===== src/hdl/bsvg_pkg.sv =====
package bsvg_pkg;

  localparam int FRAME_COLUMNS = 160;
  localparam logic signed [16:0] HALF_COLS = 17'(FRAME_COLUMNS / 2);

  localparam logic [7:0] MAGIC_BYTE     = 8'hA5;
  localparam logic [7:0] VERSION_BYTE   = 8'h01;
  localparam logic [7:0] TYPE_DETECTION = 8'h81;
  localparam logic [7:0] TYPE_ERROR     = 8'hE1;
  localparam int         FOUND_BIT      = 1;

  localparam logic CMD_PACKET = 1'b0;
  localparam logic CMD_TICK   = 1'b1;

  localparam int CFG_AW = 3;
  localparam int CFG_DW = 16;

  localparam logic [CFG_AW-1:0] REG_SERVO_ENABLE   = 3'd0;
  localparam logic [CFG_AW-1:0] REG_TARGET_AREA    = 3'd1;
  localparam logic [CFG_AW-1:0] REG_GAIN_DISTANCE  = 3'd2;
  localparam logic [CFG_AW-1:0] REG_GAIN_YAW       = 3'd3;
  localparam logic [CFG_AW-1:0] REG_GAIN_STRAFE    = 3'd4;
  localparam logic [CFG_AW-1:0] REG_VELOCITY_LIMIT = 3'd5;
  localparam logic [CFG_AW-1:0] REG_YAW_RATE_LIMIT = 3'd6;
  localparam logic [CFG_AW-1:0] REG_STALE_TIMEOUT  = 3'd7;

  typedef struct packed {
    logic               servo_enable;
    logic [15:0]        target_area;
    logic signed [15:0] gain_distance;
    logic signed [15:0] gain_yaw;
    logic signed [15:0] gain_strafe;
    logic [14:0]        velocity_limit;
    logic [14:0]        yaw_rate_limit;
    logic [15:0]        stale_timeout_ms;
  } bsvg_cfg_t;

  typedef struct packed {
    logic               command;
    logic [31:0]        time_ms;
    logic               length_ok;
    logic [7:0]         magic;
    logic [7:0]         version;
    logic [7:0]         pkt_kind;
    logic [7:0]         status_bits;
    logic signed [15:0] blob_col;
    logic signed [15:0] blob_row;
    logic [15:0]        blob_area;
  } bsvg_item_t;

  // what the detection store reports for a tick
  typedef struct packed {
    logic               found;
    logic signed [15:0] cx;
    logic signed [15:0] cy;
    logic [15:0]        area;
    logic [31:0]        count;
  } bsvg_view_t;

  typedef struct packed {
    logic               target_found;
    logic signed [15:0] cx;
    logic signed [15:0] cy;
    logic [15:0]        area;
    logic               setpoint_valid;
    logic signed [15:0] vel_forward;
    logic signed [15:0] vel_strafe;
    logic signed [15:0] yaw_rate;
    logic [31:0]        accepted_count;
  } bsvg_result_t;

  // symmetric saturation of a shifted product to +/- lim
  function automatic logic signed [15:0] sat_lim(input logic signed [25:0] v,
                                                 input logic [14:0] lim);
    logic signed [25:0] lim_s;
    lim_s = $signed({11'b0, lim});
    if (v > lim_s) begin
      sat_lim = $signed({1'b0, lim});
    end else if (v < -lim_s) begin
      sat_lim = -$signed({1'b0, lim});
    end else begin
      sat_lim = v[15:0];
    end
  endfunction

endpackage


===== src/hdl/blob_servo_velocity_guidance_unit.sv =====
// a request is taken into an input register; a tick's result then moves into
// the output register when that is free, and is held there while out_stall is high
// throughput: one request per cycle; the input register holds while a tick
// waits on a stalled result, a packet in the input register never waits
// reset (rst_n low, synchronous) restores register defaults and clears the
// stored detection, the packet counter and both valid flags
module blob_servo_velocity_guidance_unit
  import bsvg_pkg::*;
(
  input  logic               clk,
  input  logic               rst_n,
  input  logic               cfg_we,
  input  logic [CFG_AW-1:0]  cfg_addr,
  input  logic [CFG_DW-1:0]  cfg_wdata,
  input  logic               in_valid,
  output logic               in_stall,
  input  logic               in_command,
  input  logic [31:0]        in_time_ms,
  input  logic               in_length_ok,
  input  logic [7:0]         in_magic,
  input  logic [7:0]         in_version,
  input  logic [7:0]         in_pkt_kind,
  input  logic [7:0]         in_status_bits,
  input  logic signed [15:0] in_blob_col,
  input  logic signed [15:0] in_blob_row,
  input  logic [15:0]        in_blob_area,
  output logic               out_valid,
  input  logic               out_stall,
  output logic               out_target_found,
  output logic signed [15:0] out_cx,
  output logic signed [15:0] out_cy,
  output logic [15:0]        out_area,
  output logic               out_setpoint_valid,
  output logic signed [15:0] out_vel_forward,
  output logic signed [15:0] out_vel_strafe,
  output logic signed [15:0] out_yaw_rate,
  output logic [31:0]        out_accepted_count
);

  bsvg_cfg_t    cfg;
  bsvg_view_t   view;
  bsvg_item_t   s1_item_r;
  logic         s1_valid_r;
  logic         out_valid_r;
  bsvg_result_t res_r;
  bsvg_result_t res_nxt;
  logic         out_free;
  logic         s1_go;
  logic         s1_tick;
  logic signed [15:0] vf, vs, yr;

  bsvg_cfg_regs u_cfg (
    .clk       (clk),
    .rst_n     (rst_n),
    .cfg_we    (cfg_we),
    .cfg_addr  (cfg_addr),
    .cfg_wdata (cfg_wdata),
    .cfg       (cfg)
  );

  assign out_free = !out_valid_r || !out_stall;
  assign s1_tick  = s1_valid_r && (s1_item_r.command == CMD_TICK);
  assign s1_go    = s1_valid_r && ((s1_item_r.command == CMD_PACKET) || out_free);
  assign in_stall = s1_valid_r && !s1_go;

  always_ff @(posedge clk) begin
    if (!rst_n) begin
      s1_valid_r <= 1'b0;
    end else if (!in_stall) begin
      s1_valid_r <= in_valid;
    end
  end

  always_ff @(posedge clk) begin
    if (!in_stall && in_valid) begin
      s1_item_r.command     <= in_command;
      s1_item_r.time_ms     <= in_time_ms;
      s1_item_r.length_ok   <= in_length_ok;
      s1_item_r.magic       <= in_magic;
      s1_item_r.version     <= in_version;
      s1_item_r.pkt_kind    <= in_pkt_kind;
      s1_item_r.status_bits <= in_status_bits;
      s1_item_r.blob_col    <= in_blob_col;
      s1_item_r.blob_row    <= in_blob_row;
      s1_item_r.blob_area   <= in_blob_area;
    end
  end

  bsvg_det_store u_store (
    .clk              (clk),
    .rst_n            (rst_n),
    .pkt_en           (s1_valid_r && (s1_item_r.command == CMD_PACKET)),
    .item             (s1_item_r),
    .stale_timeout_ms (cfg.stale_timeout_ms),
    .view             (view)
  );

  bsvg_law u_law (
    .cfg         (cfg),
    .view        (view),
    .vel_forward (vf),
    .vel_strafe  (vs),
    .yaw_rate    (yr)
  );

  always_comb begin
    res_nxt.target_found   = view.found;
    res_nxt.cx             = view.found ? view.cx : -16'sd1;
    res_nxt.cy             = view.found ? view.cy : -16'sd1;
    res_nxt.area           = view.found ? view.area : 16'd0;
    res_nxt.setpoint_valid = cfg.servo_enable;
    res_nxt.vel_forward    = vf;
    res_nxt.vel_strafe     = vs;
    res_nxt.yaw_rate       = yr;
    res_nxt.accepted_count = view.count;
  end

  always_ff @(posedge clk) begin
    if (!rst_n) begin
      out_valid_r <= 1'b0;
    end else if (out_free) begin
      out_valid_r <= s1_tick;
    end
  end

  always_ff @(posedge clk) begin
    if (out_free && s1_tick) begin
      res_r <= res_nxt;
    end
  end

  assign out_valid          = out_valid_r;
  assign out_target_found   = res_r.target_found;
  assign out_cx             = res_r.cx;
  assign out_cy             = res_r.cy;
  assign out_area           = res_r.area;
  assign out_setpoint_valid = res_r.setpoint_valid;
  assign out_vel_forward    = res_r.vel_forward;
  assign out_vel_strafe     = res_r.vel_strafe;
  assign out_yaw_rate       = res_r.yaw_rate;
  assign out_accepted_count = res_r.accepted_count;

`ifndef SYNTHESIS
  a_disabled_zero: assert property (@(posedge clk) disable iff (!rst_n)
    (out_valid_r && !res_r.setpoint_valid) |->
      (res_r.vel_forward == 16'sd0) && (res_r.vel_strafe == 16'sd0) &&
      (res_r.yaw_rate == 16'sd0))
    else $error("velocity issued while disabled");

  a_lost_fields: assert property (@(posedge clk) disable iff (!rst_n)
    (out_valid_r && !res_r.target_found) |->
      (res_r.cx == -16'sd1) && (res_r.cy == -16'sd1) && (res_r.area == 16'd0) &&
      (res_r.vel_forward == 16'sd0))
    else $error("target fields not defaulted when no target");

  a_tick_blocks: assert property (@(posedge clk) disable iff (!rst_n)
    (s1_tick && out_valid_r && out_stall) |-> in_stall)
    else $error("new request taken while a tick waits on the output");
`endif

endmodule


===== src/hdl/bsvg_cfg_regs.sv =====
module bsvg_cfg_regs
  import bsvg_pkg::*;
(
  input  logic              clk,
  input  logic              rst_n,
  input  logic              cfg_we,
  input  logic [CFG_AW-1:0] cfg_addr,
  input  logic [CFG_DW-1:0] cfg_wdata,
  output bsvg_cfg_t         cfg
);

  bsvg_cfg_t cfg_r, cfg_nxt;

  always_comb begin
    cfg_nxt = cfg_r;
    if (cfg_we) begin
      case (cfg_addr)
        REG_SERVO_ENABLE:   cfg_nxt.servo_enable     = cfg_wdata[0];
        REG_TARGET_AREA:    cfg_nxt.target_area      = cfg_wdata;
        REG_GAIN_DISTANCE:  cfg_nxt.gain_distance    = $signed(cfg_wdata);
        REG_GAIN_YAW:       cfg_nxt.gain_yaw         = $signed(cfg_wdata);
        REG_GAIN_STRAFE:    cfg_nxt.gain_strafe      = $signed(cfg_wdata);
        REG_VELOCITY_LIMIT: cfg_nxt.velocity_limit   = cfg_wdata[14:0];
        REG_YAW_RATE_LIMIT: cfg_nxt.yaw_rate_limit   = cfg_wdata[14:0];
        REG_STALE_TIMEOUT:  cfg_nxt.stale_timeout_ms = cfg_wdata;
        default: ;
      endcase
    end
  end

  always_ff @(posedge clk) begin
    if (!rst_n) begin
      cfg_r.servo_enable     <= 1'b0;
      cfg_r.target_area      <= 16'd1500;
      cfg_r.gain_distance    <= 16'sd154;
      cfg_r.gain_yaw         <= 16'sd7680;
      cfg_r.gain_strafe      <= 16'sd0;
      cfg_r.velocity_limit   <= 15'd300;
      cfg_r.yaw_rate_limit   <= 15'd4000;
      cfg_r.stale_timeout_ms <= 16'd300;
    end else begin
      cfg_r <= cfg_nxt;
    end
  end

  assign cfg = cfg_r;

endmodule


===== src/hdl/bsvg_det_store.sv =====
module bsvg_det_store
  import bsvg_pkg::*;
(
  input  logic       clk,
  input  logic       rst_n,
  input  logic       pkt_en,
  input  bsvg_item_t item,
  input  logic [15:0] stale_timeout_ms,
  output bsvg_view_t view
);

  logic               have_r;
  logic [31:0]        det_time_r;
  logic               is_det_r;
  logic               found_bit_r;
  logic signed [15:0] cx_r;
  logic signed [15:0] cy_r;
  logic [15:0]        area_r;
  logic [31:0]        cnt_r;

  logic        pkt_ok;
  logic        pkt_take;
  logic [31:0] age;
  logic        fresh;

  assign pkt_ok = item.length_ok && (item.magic == MAGIC_BYTE) &&
                  (item.version == VERSION_BYTE) &&
                  ((item.pkt_kind == TYPE_DETECTION) || (item.pkt_kind == TYPE_ERROR));
  assign pkt_take = pkt_en && pkt_ok;

  always_ff @(posedge clk) begin
    if (!rst_n) begin
      have_r      <= 1'b0;
      det_time_r  <= '0;
      is_det_r    <= 1'b0;
      found_bit_r <= 1'b0;
      cx_r        <= '0;
      cy_r        <= '0;
      area_r      <= '0;
      cnt_r       <= '0;
    end else if (pkt_take) begin
      have_r      <= 1'b1;
      det_time_r  <= item.time_ms;
      is_det_r    <= (item.pkt_kind == TYPE_DETECTION);
      found_bit_r <= item.status_bits[FOUND_BIT];
      cx_r        <= item.blob_col;
      cy_r        <= item.blob_row;
      area_r      <= item.blob_area;
      cnt_r       <= cnt_r + 32'd1;
    end
  end

  // age wraps modulo 2^32
  assign age   = item.time_ms - det_time_r;
  assign fresh = have_r && (age <= {16'b0, stale_timeout_ms});

  assign view.found = fresh && is_det_r && found_bit_r;
  assign view.cx    = cx_r;
  assign view.cy    = cy_r;
  assign view.area  = area_r;
  assign view.count = cnt_r;

`ifndef SYNTHESIS
  a_count_step: assert property (@(posedge clk) disable iff (!rst_n)
    pkt_take |=> cnt_r == $past(cnt_r) + 32'd1)
    else $error("request counter did not advance on an accepted packet");

  a_count_hold: assert property (@(posedge clk) disable iff (!rst_n)
    !pkt_take |=> $stable(cnt_r) && $stable(det_time_r))
    else $error("detection state changed without an accepted packet");
`endif

endmodule


===== src/hdl/bsvg_law.sv =====
module bsvg_law
  import bsvg_pkg::*;
(
  input  bsvg_cfg_t          cfg,
  input  bsvg_view_t         view,
  output logic signed [15:0] vel_forward,
  output logic signed [15:0] vel_strafe,
  output logic signed [15:0] yaw_rate
);

  logic signed [16:0] ex;
  logic signed [16:0] area_err;
  logic signed [32:0] p_fwd;
  logic signed [32:0] p_str;
  logic signed [32:0] p_yaw;
  logic signed [33:0] n_str;
  logic signed [33:0] n_yaw;
  logic               active;

  assign ex       = $signed({view.cx[15], view.cx}) - HALF_COLS;
  assign area_err = $signed({1'b0, cfg.target_area}) - $signed({1'b0, view.area});

  assign p_fwd = cfg.gain_distance * area_err;
  assign p_str = cfg.gain_strafe * ex;
  assign p_yaw = cfg.gain_yaw * ex;

  // negate before the floor shift
  assign n_str = -$signed({p_str[32], p_str});
  assign n_yaw = -$signed({p_yaw[32], p_yaw});

  assign active = cfg.servo_enable && view.found;

  assign vel_forward = active ?
    sat_lim($signed({p_fwd[32], p_fwd[32:8]}), cfg.velocity_limit) : 16'sd0;
  assign vel_strafe  = active ? sat_lim(n_str[33:8], cfg.velocity_limit) : 16'sd0;
  assign yaw_rate    = active ? sat_lim(n_yaw[33:8], cfg.yaw_rate_limit) : 16'sd0;

endmodule

===== config.mk =====
export PLATFORM = sky130hd
export DESIGN_NAME = blob_servo_velocity_guidance_unit
export DESIGN_NICKNAME = d
export VERILOG_FILES = /design/src/hdl/bsvg_pkg.sv /design/src/hdl/blob_servo_velocity_guidance_unit.sv /design/src/hdl/bsvg_cfg_regs.sv /design/src/hdl/bsvg_det_store.sv /design/src/hdl/bsvg_law.sv
export SDC_FILE = /design/constraint.sdc
export NUM_CORES = 2
export LEC_CHECK = 0
export BUFFER_PORTS_ARGS = -buffer_cell sky130_fd_sc_hd__buf_2
export CAP_MARGIN = 20
export CORE_MARGIN = 1
export CORE_UTILIZATION = 45
export DETAILED_ROUTE_END_ITERATION = 7
export GPL_ROUTABILITY_DRIVEN = 0
export PLACE_DENSITY = 0.73
export SYNTH_ARGS = -nofsm -noshare
export SYNTH_HDL_FRONTEND = slang
export SYNTH_SLANG_ARGS = --single-unit

===== constraint.sdc =====
create_clock -name clk -period 18.07 [get_ports clk]
set_input_delay 1.807 -clock clk [delete_from_list [all_inputs] [get_ports clk]]
set_output_delay 1.807 -clock clk [all_outputs]
set_load 0.02 [all_outputs]

==> impl_metrics.ini <==
[worst_setup_path]
crit_fanout = 12
crit_path_max_incr_delay_ns = 0.80
r2r_setup_slack_ns = 5.54
worstSetupStartpointType = register
end_kind = register
slowest_stage = o31ai_1
crit_type = register to register
cp_data_arrival_time_ns = 12.93
cpMostUsedCell = fa_1
cp.required_ns = 18.47

[clock_tree]
clockBufferDepth = 3
cts_setup_buffers = 0
cts_sinks = 465
cts_buffers = 51
cts-resized-gates = 0
clkLatencyLatePin_ns = 0.66
cts_root_buffer = clkbuf_16
cts_tree = built
path_clk_slew_ns = 0.06
postCtsHoldBufs = 0
htreeDepth = 2

[global_route]
met1_usage_pct = 31.2
antenna_found_initial = 13
met3_usage_pct = 4.89
grt_remaining_overflow = 0
grt_usage_pct = 23.4
busiest_layer = met2
grt_max_degree = 148
grt_pass1_vias = 43900
use_met2_pct = 38.4
grt_pass1_wl_um = 236000

[placement]
hpwl_um = 112000
placed_cells_incl_taps = 7717
io_buffers = 262

[timing]
tns_ns = 0
period_share_pct = 69.3
fin_crit_ns = 12.53
max_slew.worst_pin.slew_ns = 1.12
clock_skew_ns = 0.0288
setup_viol_count_final = 0
max_freq_ghz = 0.0798
rsz0062_at_grt = no
slew_violations = 0
relSlewSlack_pct = 25.0
finalHoldViolCount = 0

[power]
p_int_w = 0.00435
power.share.clock_pct = 12.2
switching_share_pct = 49.4
p_seq_share_pct = 13.5
pwr-share-comb_pct = 74.3
power_switching_w = 0.00425
power.density_mw_per_mm2 = 141
vdd_ir_drop_max_uv = 362
power_leakage_nw = 27.4

[final_layout]
areaGrowthSynthToFinish_pct = 8.23
final_cell_mix = inv_1 (1,015), nand2_1 (850), fa_1 (829), ha_1 (476), and2_1 (382)
final_common_cell = inv_1
fillers = 11300
layout-drive-gt1-share_pct = 8.06
fin_nets = 7580
instances_no_fill = 7819
regArea_mm2 = 0.0117
multiInputGateArea_mm2 = 0.0398

[synthesis]
synth_area_per_cell_um2 = 9.30
synth_cell_types = 87
ys_ff_latch = 465
ys_warn_count = 0
syn_inst = 6049
syn_nets = 7492
synth_edf_count = 237
syn-cell-area_mm2 = 0.0562
async_reset_ff_share_pct = 0
ys.flop_type = edfxtp_1
ys_seq_area_share_pct = 20.8

[detailed_routing]
dr.pass1.iters = 7
route.detailed.drc = 32
drtIter0Drc = 3150
routed_wl_um = 146000
num_vias = 42400
wl_per_cell_um = 18.7
routed_via_density = 5.42
ant_nets = 0

[min_path]
hp-class = register to register

[floorplanning]
rows = 129
ios = 270
die_h_um = 356
fp.dieArea_mm2 = 0.126
initial_core_util_pct = 45.4
die-width_um = 356
coreArea_mm2 = 0.124

[job]
maxCapViolations = 0

[run_status]
status = complete, but fails checks
violations = DRC
[state kept, by name, indices dropped and copies added, names as in the netlist, 32 cells and up]
name                flops
u_cfg.cfg             111
s1_item_r             107
u_store.det_time_r     32
u_store.cnt_r          32
out_accepted_count     32
[kinds of logic after synthesis]
kind of cell,share of synthesized area [%]
compound gates,9.52
flops,20.8
buf+inv,8.73
xor+xnor,2.85
fa+ha+maj,40.1
mux,0.545
simple gates,17.5
[worst paths after layout]
| kind | from | end | depth (start not counted) |
|---|---|---|---|
| max reg2reg | u_store.area_r[0]$_SDFFE_PN0P_ | out_vel_forward[12]$_SDFFCE_PN0P_ | 40 |
| max | u_store.area_r[0]$_SDFFE_PN0P_ | out_vel_forward[12]$_SDFFCE_PN0P_ | 40 |
| min reg2reg | u_store.cnt_r[31]$_SDFFE_PN0P_ | out_accepted_count[31]$_DFFE_PP_ | 0 |
| min | u_store.cnt_r[31]$_SDFFE_PN0P_ | out_accepted_count[31]$_DFFE_PP_ | 0 |
[routing by layer]
layer  routed length [um]  vias to the layer above
met4                 4460                       14
met1                60200                    21000
met2                68100                     1632
met5                   94                        -
met3                13200                      290
li1                     -                    19500
[layout make-up]
cell class,instances,share of cell area (%)
diodes,2,0.00822
clock buffers,62,2.28
clock inverters,34,0.543
multi-input cells,4288,65.5
inverters,1017,6.27
well taps,1637,3.37
repair buffers,314,2.87
flip-flops and latches,465,19.2
[through the flow]
stage	area (um^2)	hold slack, ns	setup WS, ns	total power (W)	utilization [%]
global placement	59100	0.432	5.58	0.00722	47.7
detailed placement	59100	0.443	5.38	0.00737	47.7
floorplan	56200	0.417	6.84	0.00605	-
CTS	60800	0.458	5.31	0.00848	49.1
finish	60900	0.456	5.54	0.00860	49.2
global route	60900	0.482	4.60	0.00951	49.2
[cells in the mapped netlist, drive strengths merged, types with 88 or more instances]
cell type	instances	area (um^2)
a21boi	175	1310
a21o	88	661
a21oi	132	672
and2	383	2400
clkbuf	257	966
dfxtp	228	4560
edfxtp	237	7120
fa	829	16600
ha	476	5960
inv	1017	3820
nand2	851	3190
nand3	121	606
nor2	193	727
nor2b	115	719
o21ai	94	470
xnor2	135	1200
[worst max-delay path, delay by kind of cell (launching register included)]
| family | cells | cell delay [ns] |
|---|---|---|
| simple gates | 7 | 1.48 |
| compound gates | 18 | 5.31 |
| fa+ha+maj | 10 | 4.40 |
| buf+inv | 4 | 0.46 |
| xor+xnor | 1 | 0.29 |
| flops | 1 | 0.36 |
[power groups by stage]
stage / Combinational, W / Clock, W / Sequential (W)
after global routing: 0.00723 / 0.00112 / 0.00116
after global placement: 0.00604 / 0 / 0.00118
final: 0.00639 / 0.00105 / 0.00116
after detailed placement: 0.00619 / 0 / 0.00118
after floorplan: 0.00488 / 0 / 0.00117
after CTS: 0.00625 / 0.00108 / 0.00116
Note: power is estimated with default switching activity, not from simulation.
